==> config.mk <==
export PLATFORM = sky130hd
export DESIGN_NAME = frame_time_moving_average_core
export DESIGN_NICKNAME = d
export VERILOG_FILES = /design/src/rtl/ftma_pkg.sv /design/src/rtl/ftma_ram.sv /design/src/rtl/ftma_divider.sv /design/src/rtl/frame_time_moving_average_core.sv
export SDC_FILE = /design/constraint.sdc
export NUM_CORES = 1
export LEC_CHECK = 0
export ABC_AREA = 1
export BUFFER_PORTS_ARGS = -buffer_cell sky130_fd_sc_hd__buf_2
export CORE_MARGIN = 2
export CORE_UTILIZATION = 40
export DETAILED_ROUTE_END_ITERATION = 8
export SYNTH_ARGS = -nofsm -noshare
export SYNTH_HDL_FRONTEND = slang
export SYNTH_SLANG_ARGS = --single-unit
==> constraint.sdc <==
create_clock -name clk -period 4.4 [get_ports clk]
set_input_delay 0.44 -clock clk [delete_from_list [all_inputs] [get_ports clk]]
set_output_delay 0.44 -clock clk [all_outputs]
set_load 0.005 [all_outputs]
==> src/rtl/ftma_pkg.sv <==
// Shared widths, sizes and control types for the frame time averager.
`timescale 1ns / 1ps

package ftma_pkg;

  // Ring of frame means
  localparam int WINDOW_DEPTH = 10;
  localparam int IDX_W        = $clog2(WINDOW_DEPTH);
  localparam int FILL_W       = $clog2(WINDOW_DEPTH + 1);

  // Datapath widths
  localparam int DUR_W  = 32;
  localparam int SUM_W  = 48;
  localparam int CNT_W  = 16;
  localparam int MEAN_W = 32;
  localparam int TOT_W  = MEAN_W + IDX_W;

  // Step counter of the shared divider
  localparam int STEP_W = $clog2(SUM_W + 1);

  // Input action codes
  localparam logic ACT_SAMPLE    = 1'b0;
  localparam logic ACT_FRAME_END = 1'b1;

  // Divider status toward the sequencer
  typedef struct packed {
    logic busy;
    logic done;
  } div_sts_t;

endpackage

==> src/rtl/ftma_ram.sv <==
// Generic simple dual-port RAM with registered read.
`timescale 1ns / 1ps

module ftma_ram #(
  parameter int WIDTH = 32,
  parameter int DEPTH = 16,
  parameter int AW    = $clog2(DEPTH)
) (
  input  logic             clk,
  input  logic             wr_en,
  input  logic [AW-1:0]    wr_addr,
  input  logic [WIDTH-1:0] wr_data,
  input  logic [AW-1:0]    rd_addr,
  output logic [WIDTH-1:0] rd_data
);

  logic [WIDTH-1:0] mem [DEPTH];

  // Write port and registered read port
  always_ff @(posedge clk) begin
    if (wr_en) begin
      mem[wr_addr] <= wr_data;
    end
    rd_data <= mem[rd_addr];
  end

endmodule

==> src/rtl/ftma_divider.sv <==
// Shared restoring divider, one quotient bit per cycle.
`timescale 1ns / 1ps

module ftma_divider
  import ftma_pkg::*;
(
  input  logic             clk,
  input  logic             rst,
  input  logic             start,
  input  logic [SUM_W-1:0] dividend,
  input  logic [CNT_W-1:0] divisor,
  output logic [SUM_W-1:0] quotient,
  output div_sts_t         sts
);

  logic [SUM_W-1:0]  quo;
  logic [CNT_W-1:0]  rem;
  logic [CNT_W-1:0]  dvs;
  logic [STEP_W-1:0] steps;
  logic              done;

  logic [CNT_W:0]    shifted;
  logic [CNT_W:0]    trial;
  logic              fits;

  // Trial subtract of the divisor from the shifted remainder
  always_comb begin
    shifted = {rem, quo[SUM_W-1]};
    trial   = shifted - {1'b0, dvs};
    fits    = !trial[CNT_W];
  end

  // Control: step counter and done pulse
  always_ff @(posedge clk) begin
    if (rst) begin
      steps <= '0;
      done  <= 1'b0;
    end else begin
      done <= !start && (steps == STEP_W'(1));
      if (start) begin
        steps <= STEP_W'(SUM_W);
      end else if (steps != '0) begin
        steps <= steps - 1'b1;
      end
    end
  end

  // Datapath: dividend shifts out of quo as quotient bits shift in
  always_ff @(posedge clk) begin
    if (start) begin
      quo <= dividend;
      rem <= '0;
      dvs <= divisor;
    end else if (steps != '0) begin
      quo <= {quo[SUM_W-2:0], fits};
      rem <= fits ? trial[CNT_W-1:0] : shifted[CNT_W-1:0];
    end
  end

  assign quotient = quo;
  assign sts.busy = (steps != '0);
  assign sts.done = done;

endmodule

==> src/rtl/frame_time_moving_average_core.sv <==
// Frame time averager: sample accumulation, ring of frame means, window mean.
//
//   channel  direction  handshake          payload
//   in       input      in_valid/in_stall  action, duration_ns
//   out      output     out_valid/out_stall window_average_ns, has_time
//
// A sample item is accepted in S_IDLE, and samples may follow back to back. A
// frame-end item stalls the input while it runs two passes of the shared
// divider plus one ring read per filled entry for the window sum. An empty frame
// skips the first pass.
// rst is synchronous; ring contents are not cleared, only the fill count and slot.
// The result sits in an output register; samples are accepted while it waits,
// a finished frame-end result holds until the output register is free.
`timescale 1ns / 1ps

module frame_time_moving_average_core
  import ftma_pkg::*;
(
  input  logic              clk,
  input  logic              rst,
  input  logic              in_valid,
  output logic              in_stall,
  input  logic              action,
  input  logic [DUR_W-1:0]  duration_ns,
  output logic              out_valid,
  input  logic              out_stall,
  output logic [MEAN_W-1:0] window_average_ns,
  output logic              has_time
);

  typedef enum logic [5:0] {
    S_IDLE  = 6'b000001,
    S_DIV1  = 6'b000010,
    S_WRITE = 6'b000100,
    S_SUM   = 6'b001000,
    S_DIV2  = 6'b010000,
    S_LOAD  = 6'b100000
  } state_t;

  state_t            state;
  logic [SUM_W-1:0]  frame_sum;
  logic [CNT_W-1:0]  frame_count;
  logic [FILL_W-1:0] filled;
  logic [IDX_W-1:0]  slot;
  logic [FILL_W-1:0] rd_idx;
  logic              rd_pend;
  logic [TOT_W-1:0]  total;
  logic [MEAN_W-1:0] mean;
  logic [MEAN_W-1:0] avg;

  logic              in_xfer;
  logic              out_xfer;
  logic              load;
  logic [SUM_W:0]    sum_ext;
  logic [SUM_W-1:0]  sum_next;

  logic              div_start;
  logic [SUM_W-1:0]  div_dividend;
  logic [CNT_W-1:0]  div_divisor;
  logic [SUM_W-1:0]  div_quo;
  div_sts_t          div_sts;

  logic              ram_we;
  logic [IDX_W-1:0]  ram_waddr;
  logic [MEAN_W-1:0] ram_rdata;
  logic              ring_full;
  logic              sum_issue;
  logic              sum_finish;

  // Handshake terms
  assign in_stall = (state != S_IDLE);
  assign in_xfer  = in_valid && !in_stall;
  assign out_xfer = out_valid && !out_stall;
  assign load     = (state == S_LOAD) && (!out_valid || !out_stall);

  // Saturating accumulate of a sample
  always_comb begin
    sum_ext  = {1'b0, frame_sum} + (SUM_W + 1)'(duration_ns);
    sum_next = sum_ext[SUM_W] ? '1 : sum_ext[SUM_W-1:0];
  end

  // Ring bookkeeping and window sum read control
  assign ring_full  = (filled == FILL_W'(WINDOW_DEPTH));
  assign ram_we     = (state == S_WRITE);
  assign ram_waddr  = ring_full ? slot : filled[IDX_W-1:0];
  assign sum_issue  = (state == S_SUM) && (rd_idx != filled);
  assign sum_finish = (state == S_SUM) && (rd_idx == filled) && !rd_pend;

  // Divider operand select: frame mean first, then window mean
  always_comb begin
    div_start    = 1'b0;
    div_dividend = frame_sum;
    div_divisor  = frame_count;
    if (in_xfer && action == ACT_FRAME_END && frame_count != '0) begin
      div_start = 1'b1;
    end else if (sum_finish) begin
      div_start    = 1'b1;
      div_dividend = SUM_W'(total);
      div_divisor  = CNT_W'(filled);
    end
  end

  ftma_divider u_div (
    .clk      (clk),
    .rst      (rst),
    .start    (div_start),
    .dividend (div_dividend),
    .divisor  (div_divisor),
    .quotient (div_quo),
    .sts      (div_sts)
  );

  ftma_ram #(
    .WIDTH (MEAN_W),
    .DEPTH (WINDOW_DEPTH)
  ) u_ring (
    .clk     (clk),
    .wr_en   (ram_we),
    .wr_addr (ram_waddr),
    .wr_data (mean),
    .rd_addr (rd_idx[IDX_W-1:0]),
    .rd_data (ram_rdata)
  );

  // Sequencer and control state
  always_ff @(posedge clk) begin
    if (rst) begin
      state       <= S_IDLE;
      frame_sum   <= '0;
      frame_count <= '0;
      filled      <= '0;
      slot        <= '0;
      rd_pend     <= 1'b0;
      out_valid   <= 1'b0;
    end else begin
      // a new result may replace one leaving in the same cycle
      if (load) begin
        out_valid <= 1'b1;
      end else if (out_xfer) begin
        out_valid <= 1'b0;
      end
      unique case (state)
        S_IDLE: begin
          if (in_xfer) begin
            if (action == ACT_SAMPLE) begin
              frame_sum <= sum_next;
              if (frame_count != '1) begin
                frame_count <= frame_count + 1'b1;
              end
            end else begin
              frame_sum   <= '0;
              frame_count <= '0;
              state       <= (frame_count != '0) ? S_DIV1 : S_WRITE;
            end
          end
        end
        S_DIV1: begin
          if (div_sts.done) begin
            state <= S_WRITE;
          end
        end
        S_WRITE: begin
          if (ring_full) begin
            slot <= (slot == IDX_W'(WINDOW_DEPTH - 1)) ? '0 : slot + 1'b1;
          end else begin
            filled <= filled + 1'b1;
          end
          rd_pend <= 1'b0;
          state   <= S_SUM;
        end
        S_SUM: begin
          rd_pend <= sum_issue;
          if (sum_finish) begin
            state <= S_DIV2;
          end
        end
        S_DIV2: begin
          if (div_sts.done) begin
            state <= S_LOAD;
          end
        end
        S_LOAD: begin
          if (load) begin
            state <= S_IDLE;
          end
        end
        default: state <= S_IDLE;
      endcase
    end
  end

  // Datapath registers: frame mean, read index, window total, result
  always_ff @(posedge clk) begin
    if (in_xfer && action == ACT_FRAME_END) begin
      mean <= '0;
    end else if (state == S_DIV1 && div_sts.done) begin
      mean <= (div_quo[SUM_W-1:MEAN_W] != '0) ? '1 : div_quo[MEAN_W-1:0];
    end
    if (state == S_WRITE) begin
      rd_idx <= '0;
      total  <= '0;
    end else if (state == S_SUM) begin
      if (sum_issue) begin
        rd_idx <= rd_idx + 1'b1;
      end
      if (rd_pend) begin
        total <= total + TOT_W'(ram_rdata);
      end
    end
    if (state == S_DIV2 && div_sts.done) begin
      avg <= div_quo[MEAN_W-1:0];
    end
    if (load) begin
      window_average_ns <= avg;
      has_time          <= (avg != '0);
    end
  end

  // Checks
  a_fill_bound: assert property (@(posedge clk) disable iff (rst)
    filled <= FILL_W'(WINDOW_DEPTH))
    else $error("ring fill count above depth");

  a_slot_full: assert property (@(posedge clk) disable iff (rst)
    (slot != '0) |-> ring_full)
    else $error("overwrite slot moved before ring filled");

  a_div_idle: assert property (@(posedge clk) disable iff (rst)
    div_start |-> !div_sts.busy)
    else $error("divider started while busy");

  a_avg_fits: assert property (@(posedge clk) disable iff (rst)
    (state == S_DIV2 && div_sts.done) |-> (div_quo[SUM_W-1:MEAN_W] == '0))
    else $error("window mean wider than result");

  a_flag: assert property (@(posedge clk) disable iff (rst)
    out_valid |-> (has_time == (window_average_ns != '0)))
    else $error("has_time disagrees with average");

endmodule
==> reports/metrics.yaml <==
status: "completed"
die_h_um: 285
crit_start: "rd_idx[2]"
place_area_um2: 33000
synth-main-ff-cell: "edfxtp_1"
grt_max_degree: 80
clk_pin_slew_ns: 0.06
start_util_pct: 40.5
syn-instance-count: 3449
clockBufferDepth: 3
n_fill_cell: 7468
cp-start-kind: "register"
cts_hold_buf: 0
finalSetupTns_ns: 0
avgViaCountPerCell: 5.30
grt.total_usage_pct: 21.1
first_pass_iters: 5
post-route-period-util_pct: 72.2
critPathRequiredTime_ns: 4.70
worstReg2RegEnd: "u_div.quotient[18]"
post-synth-top-area-fraction_pct: 42.8
synth.area.top_cells: "edfxtp_1 43%, dfxtp_1 13%, nand2_1 7.9%"
fmax_mhz: 315
syn2layout_area_growth_pct: 12.2
cts_tree: "built"
cts-root-buf: "clkbuf_16"
max_slew.worst_pin.slew_ns: 1.16
path_delay_family: "simple AND/OR/NAND/NOR gates"
first_iter_violations: 2247
yosysUniqueCellTypes: 53
slew_violations: 0
crit_chain: "nor2_1 -> nor3_1 -> and2_1 -> nand3_2 -> nand2_4 -> inv_2 -> nand2_2 -> buf_12"
power.density_nw_per_um2: 596
grt_pass1_wl_mm: 134
reg2reg_depth: 8
worst-path-buf-inv: 2
path_depth: 8
numPortBuffers: 71
rsz0062_at_grt: "false"
htreeDepth: 3
clk_latency_ns: 0.64
leakagePower_uw: 0.0149
grt_pass1_vias: 22600
cts_setup_buffers: 0
syn-mean-instance-area_um2: 9.13
synth_top_area_cell: "edfxtp_1"
place_congestion: 0.960
wire_per_inst_um: 18.8
overflow: 0
critPathMaxStageDelay_ns: 0.66
r2r_slack_ns: 1.22
setup_viol_count_final: 0
cts_resized: 0
crit_end: "u_div.quotient[18]"
ant_nets: 0
r2r_start: "rd_idx[2]"
arrival_ns: 3.48
seq_area_frac_synth_pct: 56.0
min_period_ns: 3.18
antenna_cells: 0
worstSetupPathType: "reg -> reg"
hpwl_mm: 59.9
core_area_um2: 77700
peakVddDrop_uv: 380
fin_area_um2: 35300
drt-total-wl_mm: 86.4
drv_cap: 0
cts_inserted_buffers: 70
die_w_um: 285
synth_edf_count: 449
syn_nets: 3577
drc: 0
async_reset_ff_share_pct: 0
core.rowCount: 102
place_ws_ns: 1.16
nets: 3630
clock-skew-final_ns: 0.0322
crit_fanout: 34
num_vias: 24400
yosys_warnings: 0
cts.sinks: 656
hp-class: "in -> reg"
final_hold_viol_count: 0
end_kind: "register"
syn_area_um2: 31500
antenna_found_initial: 0
crit_slowest_cell: "dfxtp_1"
max_slew_margin_pct: 22.9
fin_ws_ns: 1.22
die-area_um2: 81000
io_pins: 72
drive_gt1_share_pct: 7.64
ys_ff_latch: 656
per-stage QoR:
step	std cells	hold slack [ns]	util, %	total power, uW
detailed placement	4470	0.432	42.5	15100
finish	4600	0.145	45.5	21000
CTS	4600	0.123	45.5	21100
floorplan	3449	0.426	-	13000
global route	4600	0.141	45.5	22300
global placement	4470	0.432	42.5	15100
cell families after synthesis:
logic type	Yosys count	share of synthesized area (%)
compound gates	695	12.6
flops	656	56.0
fa+ha+maj	91	3.69
buf+inv	568	7.02
mux	38	1.21
simple gates	1345	17.9
xor+xnor	56	1.56
worst min path at each step:
stage                     slack (ns)  cells after the start               start                    to
final                           0.15                      3           out_stall             out_valid
after global routing            0.14                      3           out_stall             out_valid
after CTS                       0.12                      3           out_stall             out_valid
after detailed placement        0.43                      0  u_div.quotient[29]               avg[29]
after global placement          0.43                      0              avg[5]  window_average_ns[5]
after floorplan                 0.43                      0   u_div.quotient[0]                avg[0]
sequential cells by signal (all words and copies together) (netlist names), 4 cells and up:
signal	count
slot	4
u_div.dvs	16
rd_idx	4
frame_sum	48
u_div.rem	16
window_average_ns	32
frame_count	16
filled	4
u_ring.rd_data	32
avg	32
state	6
u_ring.mem	320
u_div.steps	6
u_div.quotient	48
mean	32
total	36
area by class of cell:
cell class                      instances  area (um2)  area share, %
Tap cell                             1040        1300           3.68
Clock inverter                         38         447           1.26
Multi-Input combinational cell       2225       11800           33.3
Clock buffer                           92        1880           5.33
Inverter                              444        1670           4.72
Timing Repair Buffer                  105         623           1.76
Sequential cell                       656       17600           49.9
where the power goes:
| part | switching (uW) | leakage, uW | total (uW) | internal (uW) |
|---|---|---|---|---|
| clock network | 2570 | 0.00112 | 5960 | 3390 |
| logic | 4670 | 0.00737 | 7000 | 2320 |
| registers | 597 | 0.00637 | 8090 | 7490 |
| total | 7840 | 0.0149 | 21000 | 13200 |
placed cells by master (no fill, tap or decap), types with 6 or more instances in the layout:
cell       synthesis  final
a21o_1             6      6
a21oi_1          197    196
a31oi_1           35     35
buf_2             33     71
buf_4              4     33
clkbuf_1          76     17
clkbuf_16          0     70
clkinv_1           4     12
clkinv_2           0      7
dfxtp_1          207    205
edfxtp_1         449    449
ha_1              88     88
inv_1            426    426
inv_2             14     13
mux2i_1           38     38
nand2_1          667    666
nand2_2            7      8
nand3_1          158    158
nand4_1           45     45
nor2_1           374    363
nor2_4             2     14
nor3_1            51     51
nor4_1            13     12
o211ai_1           8      8
o21a_1             6      6
o21ai_0          281    281
o21ai_1           20     20
o21bai_1          11     11
o221ai_1          74     74
o22ai_1           38     38
xnor2_1           10     10
xor2_1            46     46
synth_stat cells, types with 5 or more instances:
cell      instances
a21boi_0          5
a21o_1            6
a21oi_1         197
a31oi_1          35
buf_1             8
buf_2            33
clkbuf_1         76
dfxtp_1         207
edfxtp_1        449
ha_1             88
inv_1           426
inv_2            14
mux2i_1          38
nand2_1         667
nand2_2           7
nand3_1         158
nand4_1          45
nor2_1          374
nor2_2            5
nor3_1           51
nor4_1           13
o211ai_1          8
o21a_1            6
o21ai_0         281
o21ai_1          20
o21bai_1         11
o221ai_1         74
o22ai_1          38
o31ai_1           5
xnor2_1          10
xor2_1           46
metal layers:
layer / vias up / track usage (%) / wire (um)
met5: - / 0 / 0
met4: 0 / 5.38 / 2070
met3: 116 / 2.95 / 5430
met2: 743 / 32.2 / 37900
met1: 11600 / 31.3 / 41000
li1: 11900 / - / -
worst reg2reg max path: stages, from the launching register on:
cell	delay (ns)
dfxtp_1	0.66
nor2_1	0.10
nor3_1	0.18
and2_1	0.29
nand3_2	0.29
nand2_4	0.44
inv_2	0.15
nand2_2	0.45
buf_12	0.29
(Power assumes the default switching activity.)
